**src/sv/ple_pkg.sv**
```systemverilog
// Shared types, codes and constants for the positional list engine.
package ple_pkg;

    localparam int CAPACITY_DEF = 16;
    localparam int OP_W         = 2;
    localparam int POS_W        = 11;
    localparam int VAL_W        = 32;
    localparam int ST_W         = 3;
    localparam int IN_TDATA_W   = 48;
    localparam int OUT_TDATA_W  = 48;

    typedef enum logic [OP_W-1:0] {
        OP_INSERT = 2'd0,
        OP_DELETE = 2'd1,
        OP_SEARCH = 2'd2,
        OP_DUMP   = 2'd3
    } t_op;

    typedef enum logic [ST_W-1:0] {
        ST_OK       = 3'd0,
        ST_BADPOS   = 3'd1,
        ST_EMPTY    = 3'd2,
        ST_NOTFOUND = 3'd3,
        ST_FULL     = 3'd4,
        ST_FOUND    = 3'd5
    } t_status;

    typedef enum logic [1:0] {
        VS_REQ  = 2'd0,
        VS_ZERO = 2'd1,
        VS_RAM  = 2'd2
    } t_vsel;

    typedef enum logic [1:0] {
        PS_REQ  = 2'd0,
        PS_ZERO = 2'd1,
        PS_IDX  = 2'd2
    } t_psel;

    typedef struct packed {
        logic    load;
        logic    idx_cnt;
        logic    idx_pos;
        logic    idx_zero;
        logic    idx_inc;
        logic    idx_dec;
        logic    rd_dn;
        logic    we;
        logic    wr_dn;
        logic    wsel_val;
        logic    cnt_inc;
        logic    cnt_dec;
        logic    cap_val;
        logic    emit;
        t_status status;
        t_vsel   vsel;
        t_psel   psel;
        logic    last;
    } t_cmd;

    typedef struct packed {
        t_op  op;
        logic pos_zero;
        logic pos_gt_cnt1;
        logic pos_gt_cnt;
        logic cnt_zero;
        logic cnt_full;
        logic idx_ge_pos;
        logic idx_lt_cnt;
        logic idx_last;
        logic match;
        logic out_free;
    } t_sts;

endpackage

```
**src/sv/positional_list_engine_top.sv**
```systemverilog
// Top level of the positional list engine: ordered list with insert, delete, search, dump.
//
//  channel   | dir | handshake              | payload
//  request   | in  | i_s_tvalid / o_s_tready| i_s_tdata: op, position, value
//  result    | out | o_m_tvalid / i_m_tready| o_m_tdata: status, item_value, item_position
//            |     |                        | o_m_tlast: last
//
//  One request at a time; a single-port-read RAM of CAPACITY entries holds the list.
//  Insert moves the entries from the tail back to position up by one slot, then writes the value;
//  delete returns the removed entry, moving later ones down; search scans from entry 1; dump reads all.
//  Reset clears the count and the result valid flag; the RAM needs no clearing.
//  A stalled result holds the engine in the state that emits the next result until taken; a new request
//  is accepted while the last result still waits.
module positional_list_engine_top #(
    parameter int CAPACITY = ple_pkg::CAPACITY_DEF
) (
    input  logic                               i_clk,
    input  logic                               i_rst_n,
    input  logic                               i_s_tvalid,
    output logic                               o_s_tready,
    input  logic [ple_pkg::IN_TDATA_W-1:0]     i_s_tdata,  // op[1:0], position[12:2], value[44:13]
    output logic                               o_m_tvalid,
    input  logic                               i_m_tready,
    output logic [ple_pkg::OUT_TDATA_W-1:0]    o_m_tdata,  // status[2:0], item_value[34:3], item_position[45:35]
    output logic                               o_m_tlast
);
    import ple_pkg::*;

    t_cmd                    w_cmd;
    t_sts                    w_sts;
    logic [ST_W-1:0]         w_status;
    logic signed [VAL_W-1:0] w_item_value;
    logic [POS_W-1:0]        w_item_position;

    ple_ctrl u_ctrl (
        .i_clk     (i_clk),
        .i_rst_n   (i_rst_n),
        .i_s_tvalid(i_s_tvalid),
        .o_s_tready(o_s_tready),
        .i_sts     (w_sts),
        .o_cmd     (w_cmd)
    );

    ple_dp #(
        .CAPACITY(CAPACITY)
    ) u_dp (
        .i_clk          (i_clk),
        .i_rst_n        (i_rst_n),
        .i_cmd          (w_cmd),
        .o_sts          (w_sts),
        .i_op           (i_s_tdata[1:0]),
        .i_position     (i_s_tdata[12:2]),
        .i_value        (i_s_tdata[44:13]),
        .i_m_tready     (i_m_tready),
        .o_m_valid      (o_m_tvalid),
        .o_status       (w_status),
        .o_item_value   (w_item_value),
        .o_item_position(w_item_position),
        .o_last         (o_m_tlast)
    );

    assign o_m_tdata = {2'b00, w_item_position, w_item_value, w_status};

endmodule

```
**src/sv/ple_ram.sv**
```systemverilog
// Generic single-write, single-read RAM with registered read data.
module ple_ram #(
    parameter int WIDTH = 32,
    parameter int DEPTH = 16
) (
    input  logic                     i_clk,
    input  logic                     i_we,
    input  logic [$clog2(DEPTH)-1:0] i_waddr,
    input  logic [WIDTH-1:0]         i_wdata,
    input  logic [$clog2(DEPTH)-1:0] i_raddr,
    output logic [WIDTH-1:0]         o_rdata
);

    logic [WIDTH-1:0] r_mem [DEPTH];
    logic [WIDTH-1:0] r_rdata;

    always_ff @(posedge i_clk) begin
        if (i_we) begin
            r_mem[i_waddr] <= i_wdata;
        end
        r_rdata <= r_mem[i_raddr];
    end

    assign o_rdata = r_rdata;

endmodule

```
**src/sv/ple_dp.sv**
```systemverilog
// Datapath: request registers, count, index, entry RAM and result register.
module ple_dp #(
    parameter int CAPACITY = 16
) (
    input  logic                          i_clk,
    input  logic                          i_rst_n,
    input  ple_pkg::t_cmd                 i_cmd,
    output ple_pkg::t_sts                 o_sts,
    input  logic [ple_pkg::OP_W-1:0]      i_op,
    input  logic [ple_pkg::POS_W-1:0]     i_position,
    input  logic signed [ple_pkg::VAL_W-1:0] i_value,
    input  logic                          i_m_tready,
    output logic                          o_m_valid,
    output logic [ple_pkg::ST_W-1:0]      o_status,
    output logic signed [ple_pkg::VAL_W-1:0] o_item_value,
    output logic [ple_pkg::POS_W-1:0]     o_item_position,
    output logic                          o_last
);
    import ple_pkg::*;

    localparam int AW = $clog2(CAPACITY);
    localparam int CW = $clog2(CAPACITY + 1);

    t_op                      r_op;
    logic [POS_W-1:0]         r_pos;
    logic signed [VAL_W-1:0]  r_val;
    logic [CW-1:0]            r_count;
    logic [CW-1:0]            r_idx;
    logic                     r_out_valid;
    t_status                  r_ost;
    logic signed [VAL_W-1:0]  r_oval;
    logic [POS_W-1:0]         r_opos;
    logic                     r_olast;

    logic [CW-1:0]            n_rd_idx;
    logic [CW-1:0]            n_wr_idx;
    logic [VAL_W-1:0]         n_rdata;
    logic [VAL_W-1:0]         n_wdata;
    logic signed [VAL_W-1:0]  n_oval;
    logic [POS_W-1:0]         n_opos;
    logic                     n_out_free;

    assign n_rd_idx   = i_cmd.rd_dn ? (r_idx - CW'(1)) : r_idx;
    assign n_wr_idx   = i_cmd.wr_dn ? (r_idx - CW'(1)) : r_idx;
    assign n_wdata    = i_cmd.wsel_val ? r_val : n_rdata;
    assign n_out_free = !r_out_valid || i_m_tready;

    ple_ram #(
        .WIDTH(VAL_W),
        .DEPTH(CAPACITY)
    ) u_ram (
        .i_clk  (i_clk),
        .i_we   (i_cmd.we),
        .i_waddr(n_wr_idx[AW-1:0]),
        .i_wdata(n_wdata),
        .i_raddr(n_rd_idx[AW-1:0]),
        .o_rdata(n_rdata)
    );

    always_comb begin
        o_sts             = '0;
        o_sts.op          = r_op;
        o_sts.pos_zero    = (r_pos == '0);
        o_sts.pos_gt_cnt1 = ((POS_W+1)'(r_pos) > ((POS_W+1)'(r_count) + (POS_W+1)'(1)));
        o_sts.pos_gt_cnt  = ((POS_W+1)'(r_pos) > (POS_W+1)'(r_count));
        o_sts.cnt_zero    = (r_count == '0);
        o_sts.cnt_full    = (r_count == CW'(CAPACITY));
        o_sts.idx_ge_pos  = (POS_W'(r_idx) >= r_pos);
        o_sts.idx_lt_cnt  = (r_idx < r_count);
        o_sts.idx_last    = ((CW+1)'(r_idx) + (CW+1)'(1) == (CW+1)'(r_count));
        o_sts.match       = (n_rdata == r_val);
        o_sts.out_free    = n_out_free;
    end

    always_comb begin
        unique case (i_cmd.vsel)
            VS_REQ:  n_oval = r_val;
            VS_ZERO: n_oval = '0;
            VS_RAM:  n_oval = n_rdata;
            default: n_oval = '0;
        endcase
        unique case (i_cmd.psel)
            PS_REQ:  n_opos = r_pos;
            PS_ZERO: n_opos = '0;
            PS_IDX:  n_opos = POS_W'(r_idx) + POS_W'(1);
            default: n_opos = '0;
        endcase
    end

    always_ff @(posedge i_clk) begin
        if (i_cmd.load) begin
            r_op  <= t_op'(i_op);
            r_pos <= i_position;
            r_val <= i_value;
        end else if (i_cmd.cap_val) begin
            r_val <= n_rdata;
        end
        priority if (i_cmd.idx_cnt) begin
            r_idx <= r_count;
        end else if (i_cmd.idx_pos) begin
            r_idx <= CW'(r_pos - POS_W'(1));
        end else if (i_cmd.idx_zero) begin
            r_idx <= '0;
        end else if (i_cmd.idx_inc) begin
            r_idx <= r_idx + CW'(1);
        end else if (i_cmd.idx_dec) begin
            r_idx <= r_idx - CW'(1);
        end else begin
            r_idx <= r_idx;
        end
        if (i_cmd.emit) begin
            r_ost   <= i_cmd.status;
            r_oval  <= n_oval;
            r_opos  <= n_opos;
            r_olast <= i_cmd.last;
        end
    end

    always_ff @(posedge i_clk) begin
        if (!i_rst_n) begin
            r_count     <= '0;
            r_out_valid <= 1'b0;
        end else begin
            if (i_cmd.cnt_inc) begin
                r_count <= r_count + CW'(1);
            end else if (i_cmd.cnt_dec) begin
                r_count <= r_count - CW'(1);
            end
            if (i_cmd.emit) begin
                r_out_valid <= 1'b1;
            end else if (i_m_tready) begin
                r_out_valid <= 1'b0;
            end
        end
    end

    assign o_m_valid       = r_out_valid;
    assign o_status        = r_ost;
    assign o_item_value    = r_oval;
    assign o_item_position = r_opos;
    assign o_last          = r_olast;

`ifndef SYNTHESIS
    a_count_bound: assert property (@(posedge i_clk) disable iff (!i_rst_n)
        r_count <= CW'(CAPACITY))
        else $error("count beyond capacity");
    a_inc_not_full: assert property (@(posedge i_clk) disable iff (!i_rst_n)
        i_cmd.cnt_inc |-> (r_count < CW'(CAPACITY)))
        else $error("insert into full list");
    a_dec_not_empty: assert property (@(posedge i_clk) disable iff (!i_rst_n)
        i_cmd.cnt_dec |-> (r_count != '0))
        else $error("delete from empty list");
    a_stall_hold: assert property (@(posedge i_clk) disable iff (!i_rst_n)
        (r_out_valid && !i_m_tready) |-> !i_cmd.emit)
        else $error("result overwritten while stalled");
`endif

endmodule

```
**src/sv/ple_ctrl.sv**
```systemverilog
// Controller state machine that sequences each request over the datapath.
module ple_ctrl (
    input  logic          i_clk,
    input  logic          i_rst_n,
    input  logic          i_s_tvalid,
    output logic          o_s_tready,
    input  ple_pkg::t_sts i_sts,
    output ple_pkg::t_cmd o_cmd
);
    import ple_pkg::*;

    typedef enum logic [11:0] {
        S_IDLE     = 12'b0000_0000_0001,
        S_DECODE   = 12'b0000_0000_0010,
        S_INS_CHK  = 12'b0000_0000_0100,
        S_INS_WR   = 12'b0000_0000_1000,
        S_DEL_RD   = 12'b0000_0001_0000,
        S_DEL_CAP  = 12'b0000_0010_0000,
        S_DEL_CHK  = 12'b0000_0100_0000,
        S_DEL_WR   = 12'b0000_1000_0000,
        S_SRCH_CHK = 12'b0001_0000_0000,
        S_SRCH_CMP = 12'b0010_0000_0000,
        S_DUMP_RD  = 12'b0100_0000_0000,
        S_DUMP_OUT = 12'b1000_0000_0000
    } t_state;

    t_state r_state;
    t_state n_state;

    always_comb begin
        n_state    = r_state;
        o_cmd      = '0;
        o_cmd.last = 1'b1;
        o_s_tready = 1'b0;
        unique case (r_state)
            S_IDLE: begin
                o_s_tready = 1'b1;
                if (i_s_tvalid) begin
                    o_cmd.load = 1'b1;
                    n_state    = S_DECODE;
                end
            end
            S_DECODE: begin
                unique case (i_sts.op)
                    OP_INSERT: begin
                        if (i_sts.pos_zero || i_sts.pos_gt_cnt1 || i_sts.cnt_full) begin
                            o_cmd.status = i_sts.cnt_full && !i_sts.pos_zero
                                && !i_sts.pos_gt_cnt1 ? ST_FULL : ST_BADPOS;
                            o_cmd.vsel   = VS_REQ;
                            o_cmd.psel   = PS_REQ;
                            if (i_sts.out_free) begin
                                o_cmd.emit = 1'b1;
                                n_state    = S_IDLE;
                            end
                        end else begin
                            o_cmd.idx_cnt = 1'b1;
                            n_state       = S_INS_CHK;
                        end
                    end
                    OP_DELETE: begin
                        if (i_sts.cnt_zero || i_sts.pos_zero || i_sts.pos_gt_cnt) begin
                            o_cmd.status = i_sts.cnt_zero ? ST_EMPTY : ST_BADPOS;
                            o_cmd.vsel   = VS_ZERO;
                            o_cmd.psel   = PS_REQ;
                            if (i_sts.out_free) begin
                                o_cmd.emit = 1'b1;
                                n_state    = S_IDLE;
                            end
                        end else begin
                            o_cmd.idx_pos = 1'b1;
                            n_state       = S_DEL_RD;
                        end
                    end
                    OP_SEARCH: begin
                        if (i_sts.cnt_zero) begin
                            o_cmd.status = ST_EMPTY;
                            o_cmd.vsel   = VS_REQ;
                            o_cmd.psel   = PS_ZERO;
                            if (i_sts.out_free) begin
                                o_cmd.emit = 1'b1;
                                n_state    = S_IDLE;
                            end
                        end else begin
                            o_cmd.idx_zero = 1'b1;
                            n_state        = S_SRCH_CHK;
                        end
                    end
                    OP_DUMP: begin
                        if (i_sts.cnt_zero) begin
                            o_cmd.status = ST_EMPTY;
                            o_cmd.vsel   = VS_ZERO;
                            o_cmd.psel   = PS_ZERO;
                            if (i_sts.out_free) begin
                                o_cmd.emit = 1'b1;
                                n_state    = S_IDLE;
                            end
                        end else begin
                            o_cmd.idx_zero = 1'b1;
                            n_state        = S_DUMP_RD;
                        end
                    end
                    default: n_state = S_IDLE;
                endcase
            end
            S_INS_CHK: begin
                o_cmd.rd_dn = 1'b1;
                if (i_sts.idx_ge_pos) begin
                    n_state = S_INS_WR;
                end else if (i_sts.out_free) begin
                    o_cmd.we       = 1'b1;
                    o_cmd.wsel_val = 1'b1;
                    o_cmd.cnt_inc  = 1'b1;
                    o_cmd.emit     = 1'b1;
                    o_cmd.status   = ST_OK;
                    o_cmd.vsel     = VS_REQ;
                    o_cmd.psel     = PS_REQ;
                    n_state        = S_IDLE;
                end
            end
            S_INS_WR: begin
                o_cmd.we      = 1'b1;
                o_cmd.idx_dec = 1'b1;
                n_state       = S_INS_CHK;
            end
            S_DEL_RD: begin
                n_state = S_DEL_CAP;
            end
            S_DEL_CAP: begin
                o_cmd.cap_val = 1'b1;
                o_cmd.idx_inc = 1'b1;
                n_state       = S_DEL_CHK;
            end
            S_DEL_CHK: begin
                if (i_sts.idx_lt_cnt) begin
                    n_state = S_DEL_WR;
                end else if (i_sts.out_free) begin
                    o_cmd.cnt_dec = 1'b1;
                    o_cmd.emit    = 1'b1;
                    o_cmd.status  = ST_OK;
                    o_cmd.vsel    = VS_REQ;
                    o_cmd.psel    = PS_REQ;
                    n_state       = S_IDLE;
                end
            end
            S_DEL_WR: begin
                o_cmd.we      = 1'b1;
                o_cmd.wr_dn   = 1'b1;
                o_cmd.idx_inc = 1'b1;
                n_state       = S_DEL_CHK;
            end
            S_SRCH_CHK: begin
                if (i_sts.idx_lt_cnt) begin
                    n_state = S_SRCH_CMP;
                end else begin
                    o_cmd.status = ST_NOTFOUND;
                    o_cmd.vsel   = VS_REQ;
                    o_cmd.psel   = PS_ZERO;
                    if (i_sts.out_free) begin
                        o_cmd.emit = 1'b1;
                        n_state    = S_IDLE;
                    end
                end
            end
            S_SRCH_CMP: begin
                if (i_sts.match) begin
                    o_cmd.status = ST_FOUND;
                    o_cmd.vsel   = VS_REQ;
                    o_cmd.psel   = PS_IDX;
                    if (i_sts.out_free) begin
                        o_cmd.emit = 1'b1;
                        n_state    = S_IDLE;
                    end
                end else begin
                    o_cmd.idx_inc = 1'b1;
                    n_state       = S_SRCH_CHK;
                end
            end
            S_DUMP_RD: begin
                n_state = S_DUMP_OUT;
            end
            S_DUMP_OUT: begin
                o_cmd.status = ST_OK;
                o_cmd.vsel   = VS_RAM;
                o_cmd.psel   = PS_IDX;
                o_cmd.last   = i_sts.idx_last;
                if (i_sts.out_free) begin
                    o_cmd.emit = 1'b1;
                    if (i_sts.idx_last) begin
                        n_state = S_IDLE;
                    end else begin
                        o_cmd.idx_inc = 1'b1;
                        n_state       = S_DUMP_RD;
                    end
                end
            end
            default: n_state = S_IDLE;
        endcase
    end

    always_ff @(posedge i_clk) begin
        if (!i_rst_n) begin
            r_state <= S_IDLE;
        end else begin
            r_state <= n_state;
        end
    end

`ifndef SYNTHESIS
    a_state_onehot: assert property (@(posedge i_clk) disable iff (!i_rst_n)
        $onehot(r_state))
        else $error("state not one-hot");
    a_emit_free: assert property (@(posedge i_clk) disable iff (!i_rst_n)
        o_cmd.emit |-> i_sts.out_free)
        else $error("emit without free result slot");
    a_load_idle: assert property (@(posedge i_clk) disable iff (!i_rst_n)
        o_cmd.load |=> (r_state == S_DECODE))
        else $error("request not decoded after load");
    a_cnt_excl: assert property (@(posedge i_clk) disable iff (!i_rst_n)
        !(o_cmd.cnt_inc && o_cmd.cnt_dec))
        else $error("count moved both ways");
`endif

endmodule

```
**config.mk**
```make
export PLATFORM = sky130hd
export DESIGN_NAME = positional_list_engine_top
export DESIGN_NICKNAME = d
export VERILOG_FILES = /design/src/sv/ple_pkg.sv /design/src/sv/positional_list_engine_top.sv /design/src/sv/ple_ram.sv /design/src/sv/ple_dp.sv /design/src/sv/ple_ctrl.sv
export SDC_FILE = /design/constraint.sdc
export NUM_CORES = 1
export LEC_CHECK = 0
export BUFFER_PORTS_ARGS = -buffer_cell sky130_fd_sc_hd__clkbuf_2
export CELL_PAD_IN_SITES_DETAIL_PLACEMENT = 1
export CELL_PAD_IN_SITES_GLOBAL_PLACEMENT = 1
export CORE_ASPECT_RATIO = 0.8
export CORE_MARGIN = 4
export CORE_UTILIZATION = 25
export CTS_CLUSTER_DIAMETER = 40
export DETAILED_ROUTE_END_ITERATION = 10
export GPL_TIMING_DRIVEN = 0
export HOLD_SLACK_MARGIN = 0.03
export PLACE_DENSITY_LB_ADDON = 0.25
export SETUP_SLACK_MARGIN = 0.2
export SLEW_MARGIN = 20
export SYNTH_ARGS = -nofsm -noshare
export SYNTH_HDL_FRONTEND = slang
export SYNTH_SLANG_ARGS = --single-unit
```
**constraint.sdc**
```tcl
create_clock -name i_clk -period 14.4 [get_ports i_clk]
set_clock_uncertainty 0.1 [all_clocks]
set_input_delay 2.16 -clock i_clk [delete_from_list [all_inputs] [get_ports i_clk]]
set_output_delay 2.16 -clock i_clk [all_outputs]
set_load 0.01 [all_outputs]
```
# Word-level counts from Yosys, hierarchy flattened
# Memory sizes are Yosys's and may differ from the RTL's. A register that Yosys moved wholly into a read port is not among the register bits.
# Index checks and enable logic that the tools add are counted.
[classes] n_addsub=8 n_reduce_logical=23 magnitude_cmp=4 muxes=71 n_eq_ne=22
[op_table] op="2-to-1 mux 12 bit" n=11
[op_table] op="one-hot mux 12 bit (11 select lines)" n=1
[op_table] op="2-to-1 mux 32 bit" n=3
[op_table] op="2-to-1 mux 8 bit" n=9
[op_table] op="one-hot mux 32 bit (2 select lines)" n=1
[op_table] op="one-hot mux 12 bit (4 select lines)" n=1
[op_table] op="one-hot mux 8 bit (6 select lines)" n=1
[op_table] op="2-to-1 mux 5 bit" n=7
[op_table] op="== test 32 bit" n=1
[op_table] op="one-hot mux 8 bit (4 select lines)" n=1
[op_table] op="2-to-1 mux 1 bit" n=24
[op_table] op="one-hot mux 11 bit (2 select lines)" n=1
[op_table] op="adder 5 x 1 -> 6 bit, second input constant" n=3
[op_table] op="subtractor 5 x 1 -> 5 bit, second input constant" n=3
[op_table] op="== test 12 x 1 -> 1 bit, second input constant" n=1
[op_table] op="== test 12 x 10 -> 1 bit, second input constant" n=1
[op_table] op="== test 12 x 11 -> 1 bit, second input constant" n=1
[op_table] op="== test 12 bit, second input constant" n=1
[op_table] op="== test 12 x 2 -> 1 bit, second input constant" n=1
[op_table] op="== test 12 x 3 -> 1 bit, second input constant" n=1
[op_table] op="== test 12 x 4 -> 1 bit, second input constant" n=1
[op_table] op="== test 12 x 5 -> 1 bit, second input constant" n=1
[op_table] op="== test 12 x 6 -> 1 bit, second input constant" n=1
[op_table] op="== test 12 x 7 -> 1 bit, second input constant" n=1
[op_table] op="other kinds (29)" n=51
[totals] regBits=115 word_cells=140 inputBits=52 output_inout_bits=51 ram_bits=512 memories=1
[mem_list] name="u_dp.u_ram.r_mem" depth=16 word_bits=32 rd=1 rd_clocked_by_memory_dff=1 wr=1 line="ple_ram.sv:14" source="logic [WIDTH-1:0] r_mem [DEPTH];"

# Logic depth before layout (Yosys ltp)
[depth] depth_word=10 mapped_depth=16

# Hierarchy
# A second synthesis with hierarchy kept.
[hier_totals] hier_cells=1501 area_unflattened_um2=27083.5
[by_module_without_submodules] mod="ple_ram" cells_each=838 area_per_inst_um2=19835.3 n_inst=1
[by_module_without_submodules] mod="ple_dp" cells_each=491 area_per_inst_um2=6045.8 n_inst=1
[by_module_without_submodules] mod="ple_ctrl" cells_each=169 area_per_inst_um2=1183.6 n_inst=1
[by_module_without_submodules] mod="positional_list_engine_top" cells_each=3 area_per_inst_um2=18.8 n_inst=1

# Worst setup path before layout
# No wires, ideal clock.
[synth_timing] path_kind="input to register" from="in i_m_tready" to="reg u_dp.r_opos[0] (netlist: u_dp.o_item_position[0]) (enable)" path_slack_ns=8.836 t_required_ns=13.820 t_arrival_ns=4.984 stages=4 n_path_buf=2 cell_sequence="nor2b_1 -> clkbuf_1 -> clkbuf_1 -> a31oi_1"
[synth_rtl] element="from (decl)" line="positional_list_engine_top.sv:23" source="input logic i_m_tready,"
[synth_rtl] element="to (signal assigned)" line="ple_dp.sv:114" source="r_opos <= n_opos;"
[synth_rtl] element="to (decl)" line="ple_dp.sv:32" source="logic [POS_W-1:0] r_opos;"

# Final worst setup path
[layout_timing] from="reg u_dp.r_idx[0]" to="mem u_dp.u_ram.r_mem[5][31] (enable)"
[layout_between] elab_chain_cells=5
[layout_lines] element="from (decl)" line="ple_dp.sv:28" source="logic [CW-1:0] r_idx;"
[layout_lines] element="from (signal assigned)" line="ple_dp.sv:99" source="r_idx <= r_count;"
[layout_lines] element="from (signal assigned)" line="ple_dp.sv:101" source="r_idx <= CW'(r_pos - POS_W'(1));"
[layout_lines] element="from (signal assigned)" line="ple_dp.sv:105" source="r_idx <= r_idx + CW'(1);"
[layout_lines] element="greater-or-equal comparator 5 x 11 -> 1 bit" line="ple_dp.sv:68" source="o_sts.idx_ge_pos = (POS_W'(r_idx) >= r_pos);"
[layout_lines] element="2-to-1 mux 1 bit" line="ple_ctrl.sv:107" source="if (i_sts.idx_ge_pos) begin"
[layout_lines] element="one-hot mux 1 bit (2 select lines)" line="ple_ctrl.sv:35" source="unique case (r_state)"
[layout_lines] element="2-to-1 mux 1 bit" line="ple_ram.sv:18" source="if (i_we) begin"
[layout_lines] element="2-to-1 mux 1 bit (not written as such)" line="ple_ram.sv:19" source="r_mem[i_waddr] <= i_wdata;"
[layout_lines] element="to (decl)" line="ple_ram.sv:14"
# Several ways; a longest one is shown, not always the timed one.

==> impl_metrics.json <==
{
  "cp_top_family": "compound AO/OA/AOI/OAI gates",
  "relSlewSlack_pct": 18.9,
  "clk_path_buf_depth": 3,
  "first_pass_iters": 5,
  "vias": 16787,
  "cp.required_ps": 14680,
  "wl_per_cell_um": 24.4,
  "worstPathCellList": "clkbuf_1, inv_1, ha_1, nand2b_1, a21o_1, a21o_1, a21o_1, a21o_1, a211oi_2, o2111ai_1, a21oi_4, buf_8, buf_16",
  "insertion_delay_ps": 700,
  "seqPwrFrac_pct": 44.0,
  "root_buffer": "clkbuf_16",
  "ctsHtreeMaxLevel": 3,
  "rsz0062_at_grt": "no",
  "clock-sinks": 659,
  "endpoint": "u_dp.u_ram.r_mem[5][31]",
  "dp_slack_ps": 8680,
  "cts_setup_buffers": 0,
  "netlist_area_um2": 27200,
  "avgSynthCellArea_um2": 15.0,
  "netlist_instances": 1821,
  "holdCritPathClass": "reg -> reg",
  "synth_edf_count": 609,
  "floorplan.die.width_um": 377,
  "final_common_cell": "edfxtp_1",
  "cp_max_fo": 17,
  "rows": 108,
  "chipHeight_um": 303,
  "synthFlopType": "edfxtp_1",
  "dieArea_um2": 114000,
  "min_period_over_period_pct": 36.2,
  "worstReg2RegStart": "u_dp.r_idx[0]",
  "comb_power_share_pct": 5.0,
  "synth.ff_latch_count": 659,
  "worst_slew_pin_slew_ps": 1200,
  "hold_viol_final": 0,
  "pin_count": 103,
  "dp.cells": 3386,
  "cts_hold_buf": 0,
  "critPathBufInv": 4,
  "initial_core_util_pct": 25.1,
  "slowest_delay_ps": 630,
  "drt-initial-drc-count": 1261,
  "overflow": 0,
  "path_clk_slew_ps": 50,
  "fmax_mhz": 192,
  "slowest_stage": "a211oi_2",
  "track_usage_pct": 15.3,
  "switchingPower_mw": 1.14,
  "drc_errors": 0,
  "arrival_ps": 5490,
  "fin_ws_ps": 9190,
  "drive_above_1_share_pct": 23.4,
  "coreArea_um2": 108000,
  "final_cells": 3574,
  "status": "finished, final reports clean",
  "antenna_found_initial": 5,
  "netSwitchingFraction_pct": 23.3,
  "cts_tree": "built",
  "powerDensity_nw_per_um2": 143,
  "endpoint_kind": "flip-flop",
  "gp_congestion": 0.794,
  "cts_buffers": 99,
  "hpwlAfterDp_um": 62200,
  "min_period_ps": 5210,
  "synth_cell_type_count": 72,
  "io_buffers": 97,
  "drv_cap": 0,
  "r2r_end": "u_dp.u_ram.r_mem[5][31]",
  "grt_pass1_wl_um": 127000,
  "seq_area_frac_synth_pct": 70.8,
  "area_delta_synth_final_pct": 25.7,
  "startpoint": "u_dp.r_idx[0]",
  "path_common_cell": "a21o_1",
  "cp.depth": 13,
  "synth_warnings": 0,
  "p_int_mw": 3.76,
  "setup_violations": 0,
  "grt_pass1_vias": 18235,
  "synthArstFlopShare_pct": 0,
  "via_per_inst": 4.70,
  "grt_max_degree": 18,
  "critical_path_class": "reg -> reg",
  "ant_nets": 0,
  "ir_worst_vdd_mv": 0.0969,
  "setup-tns-final_ps": 0,
  "nets": 2139,
  "pwr-share-clk_pct": 51.0,
  "mostFrequentLayoutCells": "609 x edfxtp_1, 289 x nand2_1, 148 x nand3_1",
  "r2r_slack_ps": 9190,
  "reg2reg_depth": 13,
  "wirelength_um": 87300,
  "critPathLaunchType": "flip-flop",
  "cts_resized": 0,
  "p_leak_nw": 11.5,
  "slew_violations": 0
}
==> Yosys cell counts, types with 3 or more instances <==
cell | number | area [um2]
o211ai_1 | 4 | 30.0
o2bb2ai_1 | 5 | 43.8
dfxtp_1 | 50 | 1000
a22oi_1 | 32 | 240
o21a_1 | 5 | 37.5
and4_1 | 3 | 26.3
o2111ai_1 | 3 | 26.3
ha_1 | 29 | 363
xnor2_1 | 47 | 412
nand2_1 | 289 | 1080
nand4_1 | 45 | 282
buf_2 | 30 | 150
buf_4 | 5 | 37.5
a211oi_1 | 6 | 45.0
or3_1 | 4 | 25.0
edfxtp_1 | 609 | 18300
nor4_1 | 8 | 50.1
and3_1 | 7 | 43.8
nor2_1 | 37 | 139
nand3_1 | 148 | 741
nor2b_1 | 10 | 62.6
a21o_1 | 10 | 75.1
o21ai_0 | 25 | 125
o21ai_1 | 30 | 150
nand2b_1 | 6 | 37.5
a31oi_1 | 6 | 37.5
a22o_1 | 33 | 289
or4_1 | 4 | 30.0
a21oi_1 | 39 | 195
mux4_2 | 64 | 1440
a21boi_0 | 3 | 22.5
mux2_2 | 66 | 743
inv_1 | 22 | 82.6
buf_1 | 6 | 22.5
clkbuf_1 | 58 | 218
and4b_1 | 5 | 50.1
xor2_1 | 7 | 61.3
nor3_1 | 13 | 65.1
and2_1 | 8 | 50.1
==> logic make-up after synthesis <==
kind of cell,after synthesis,synth area share [%]
AND/OR/NAND/NOR,602,10.4
adder cells (fa/ha/maj),30,1.41
other,1,0.0138
XOR/XNOR,56,1.91
multiplexers,132,8.09
buffers and inverters,124,1.97
flip-flops,659,70.8
AO/OA/AOI/OAI,217,5.42
==> routing by layer <==
layer	part of all wire [%]	global-route usage, %
met1	46	21.0
met2	45	23.7
met3	6.1	4.11
met4	2.9	4.71
met5	0.0080	0
==> through the flow <==
stage | hold slack [ps] | area (um2) | power [mW] | utilization [%]
2_1_floorplan | 383 | 27200 | 2.31 | -
5_1_grt | 494 | 34200 | 5.08 | 31.6
3_3_place_gp | 451 | 29500 | 2.43 | 27.2
6_report | 469 | 34200 | 4.90 | 31.6
4_1_cts | 473 | 34200 | 4.97 | 31.6
3_5_place_dp | 459 | 30700 | 2.44 | 28.4
==> area by class of cell <==
cell class | count | area (um2)
diodes | 1 | 2.50
plain buffers | 101 | 452
clock inverters | 70 | 918
fillers | 11388 | 74100
multi-input cells | 1039 | 7660
repair buffers | 134 | 1480
clock buffers | 117 | 2570
inverters | 23 | 86.3
well taps | 1430 | 1790
flip-flops and latches | 659 | 19300
==> power groups by stage <==
stage	Sequential (mW)	Clock [mW]	Combinational, mW
floorplan	2.19	0	0.122
global placement	2.20	0	0.228
detailed placement	2.19	0	0.250
CTS	2.15	2.56	0.252
global route	2.16	2.65	0.268
finish	2.15	2.50	0.246
==> sequential cells by signal, summed over array words and instances (netlist names) <==
| register | flops |
|---|---|
| u_dp.u_ram.r_mem | 512 |
| u_dp.o_item_value | 32 |
| u_dp.r_val | 32 |
| u_dp.u_ram.o_rdata | 32 |
| u_ctrl.r_state | 12 |
| u_dp.o_item_position | 11 |
| u_dp.r_pos | 11 |
| u_dp.r_count | 5 |
| u_dp.r_idx | 5 |
| u_dp.o_status | 3 |
| u_dp.r_op | 2 |
| u_dp.o_last | 1 |
| u_dp.o_m_valid | 1 |
==> worst min-delay path by stage <==
stage,from,to,slack [ps],cells past startpoint
after floorplan,u_dp.r_count[4],u_dp.r_count[4],380,2
after global placement,u_dp.r_pos[9],u_dp.o_item_position[9],450,1
after detailed placement,u_dp.r_pos[7],u_dp.o_item_position[7],460,1
after CTS,u_dp.r_pos[7],u_dp.o_item_position[7],470,1
after global routing,u_dp.r_count[4],u_dp.r_count[4],490,2
final,u_dp.r_pos[8],u_dp.o_item_position[8],470,1
No activity file was read; power rests on OpenSTA's default activity.
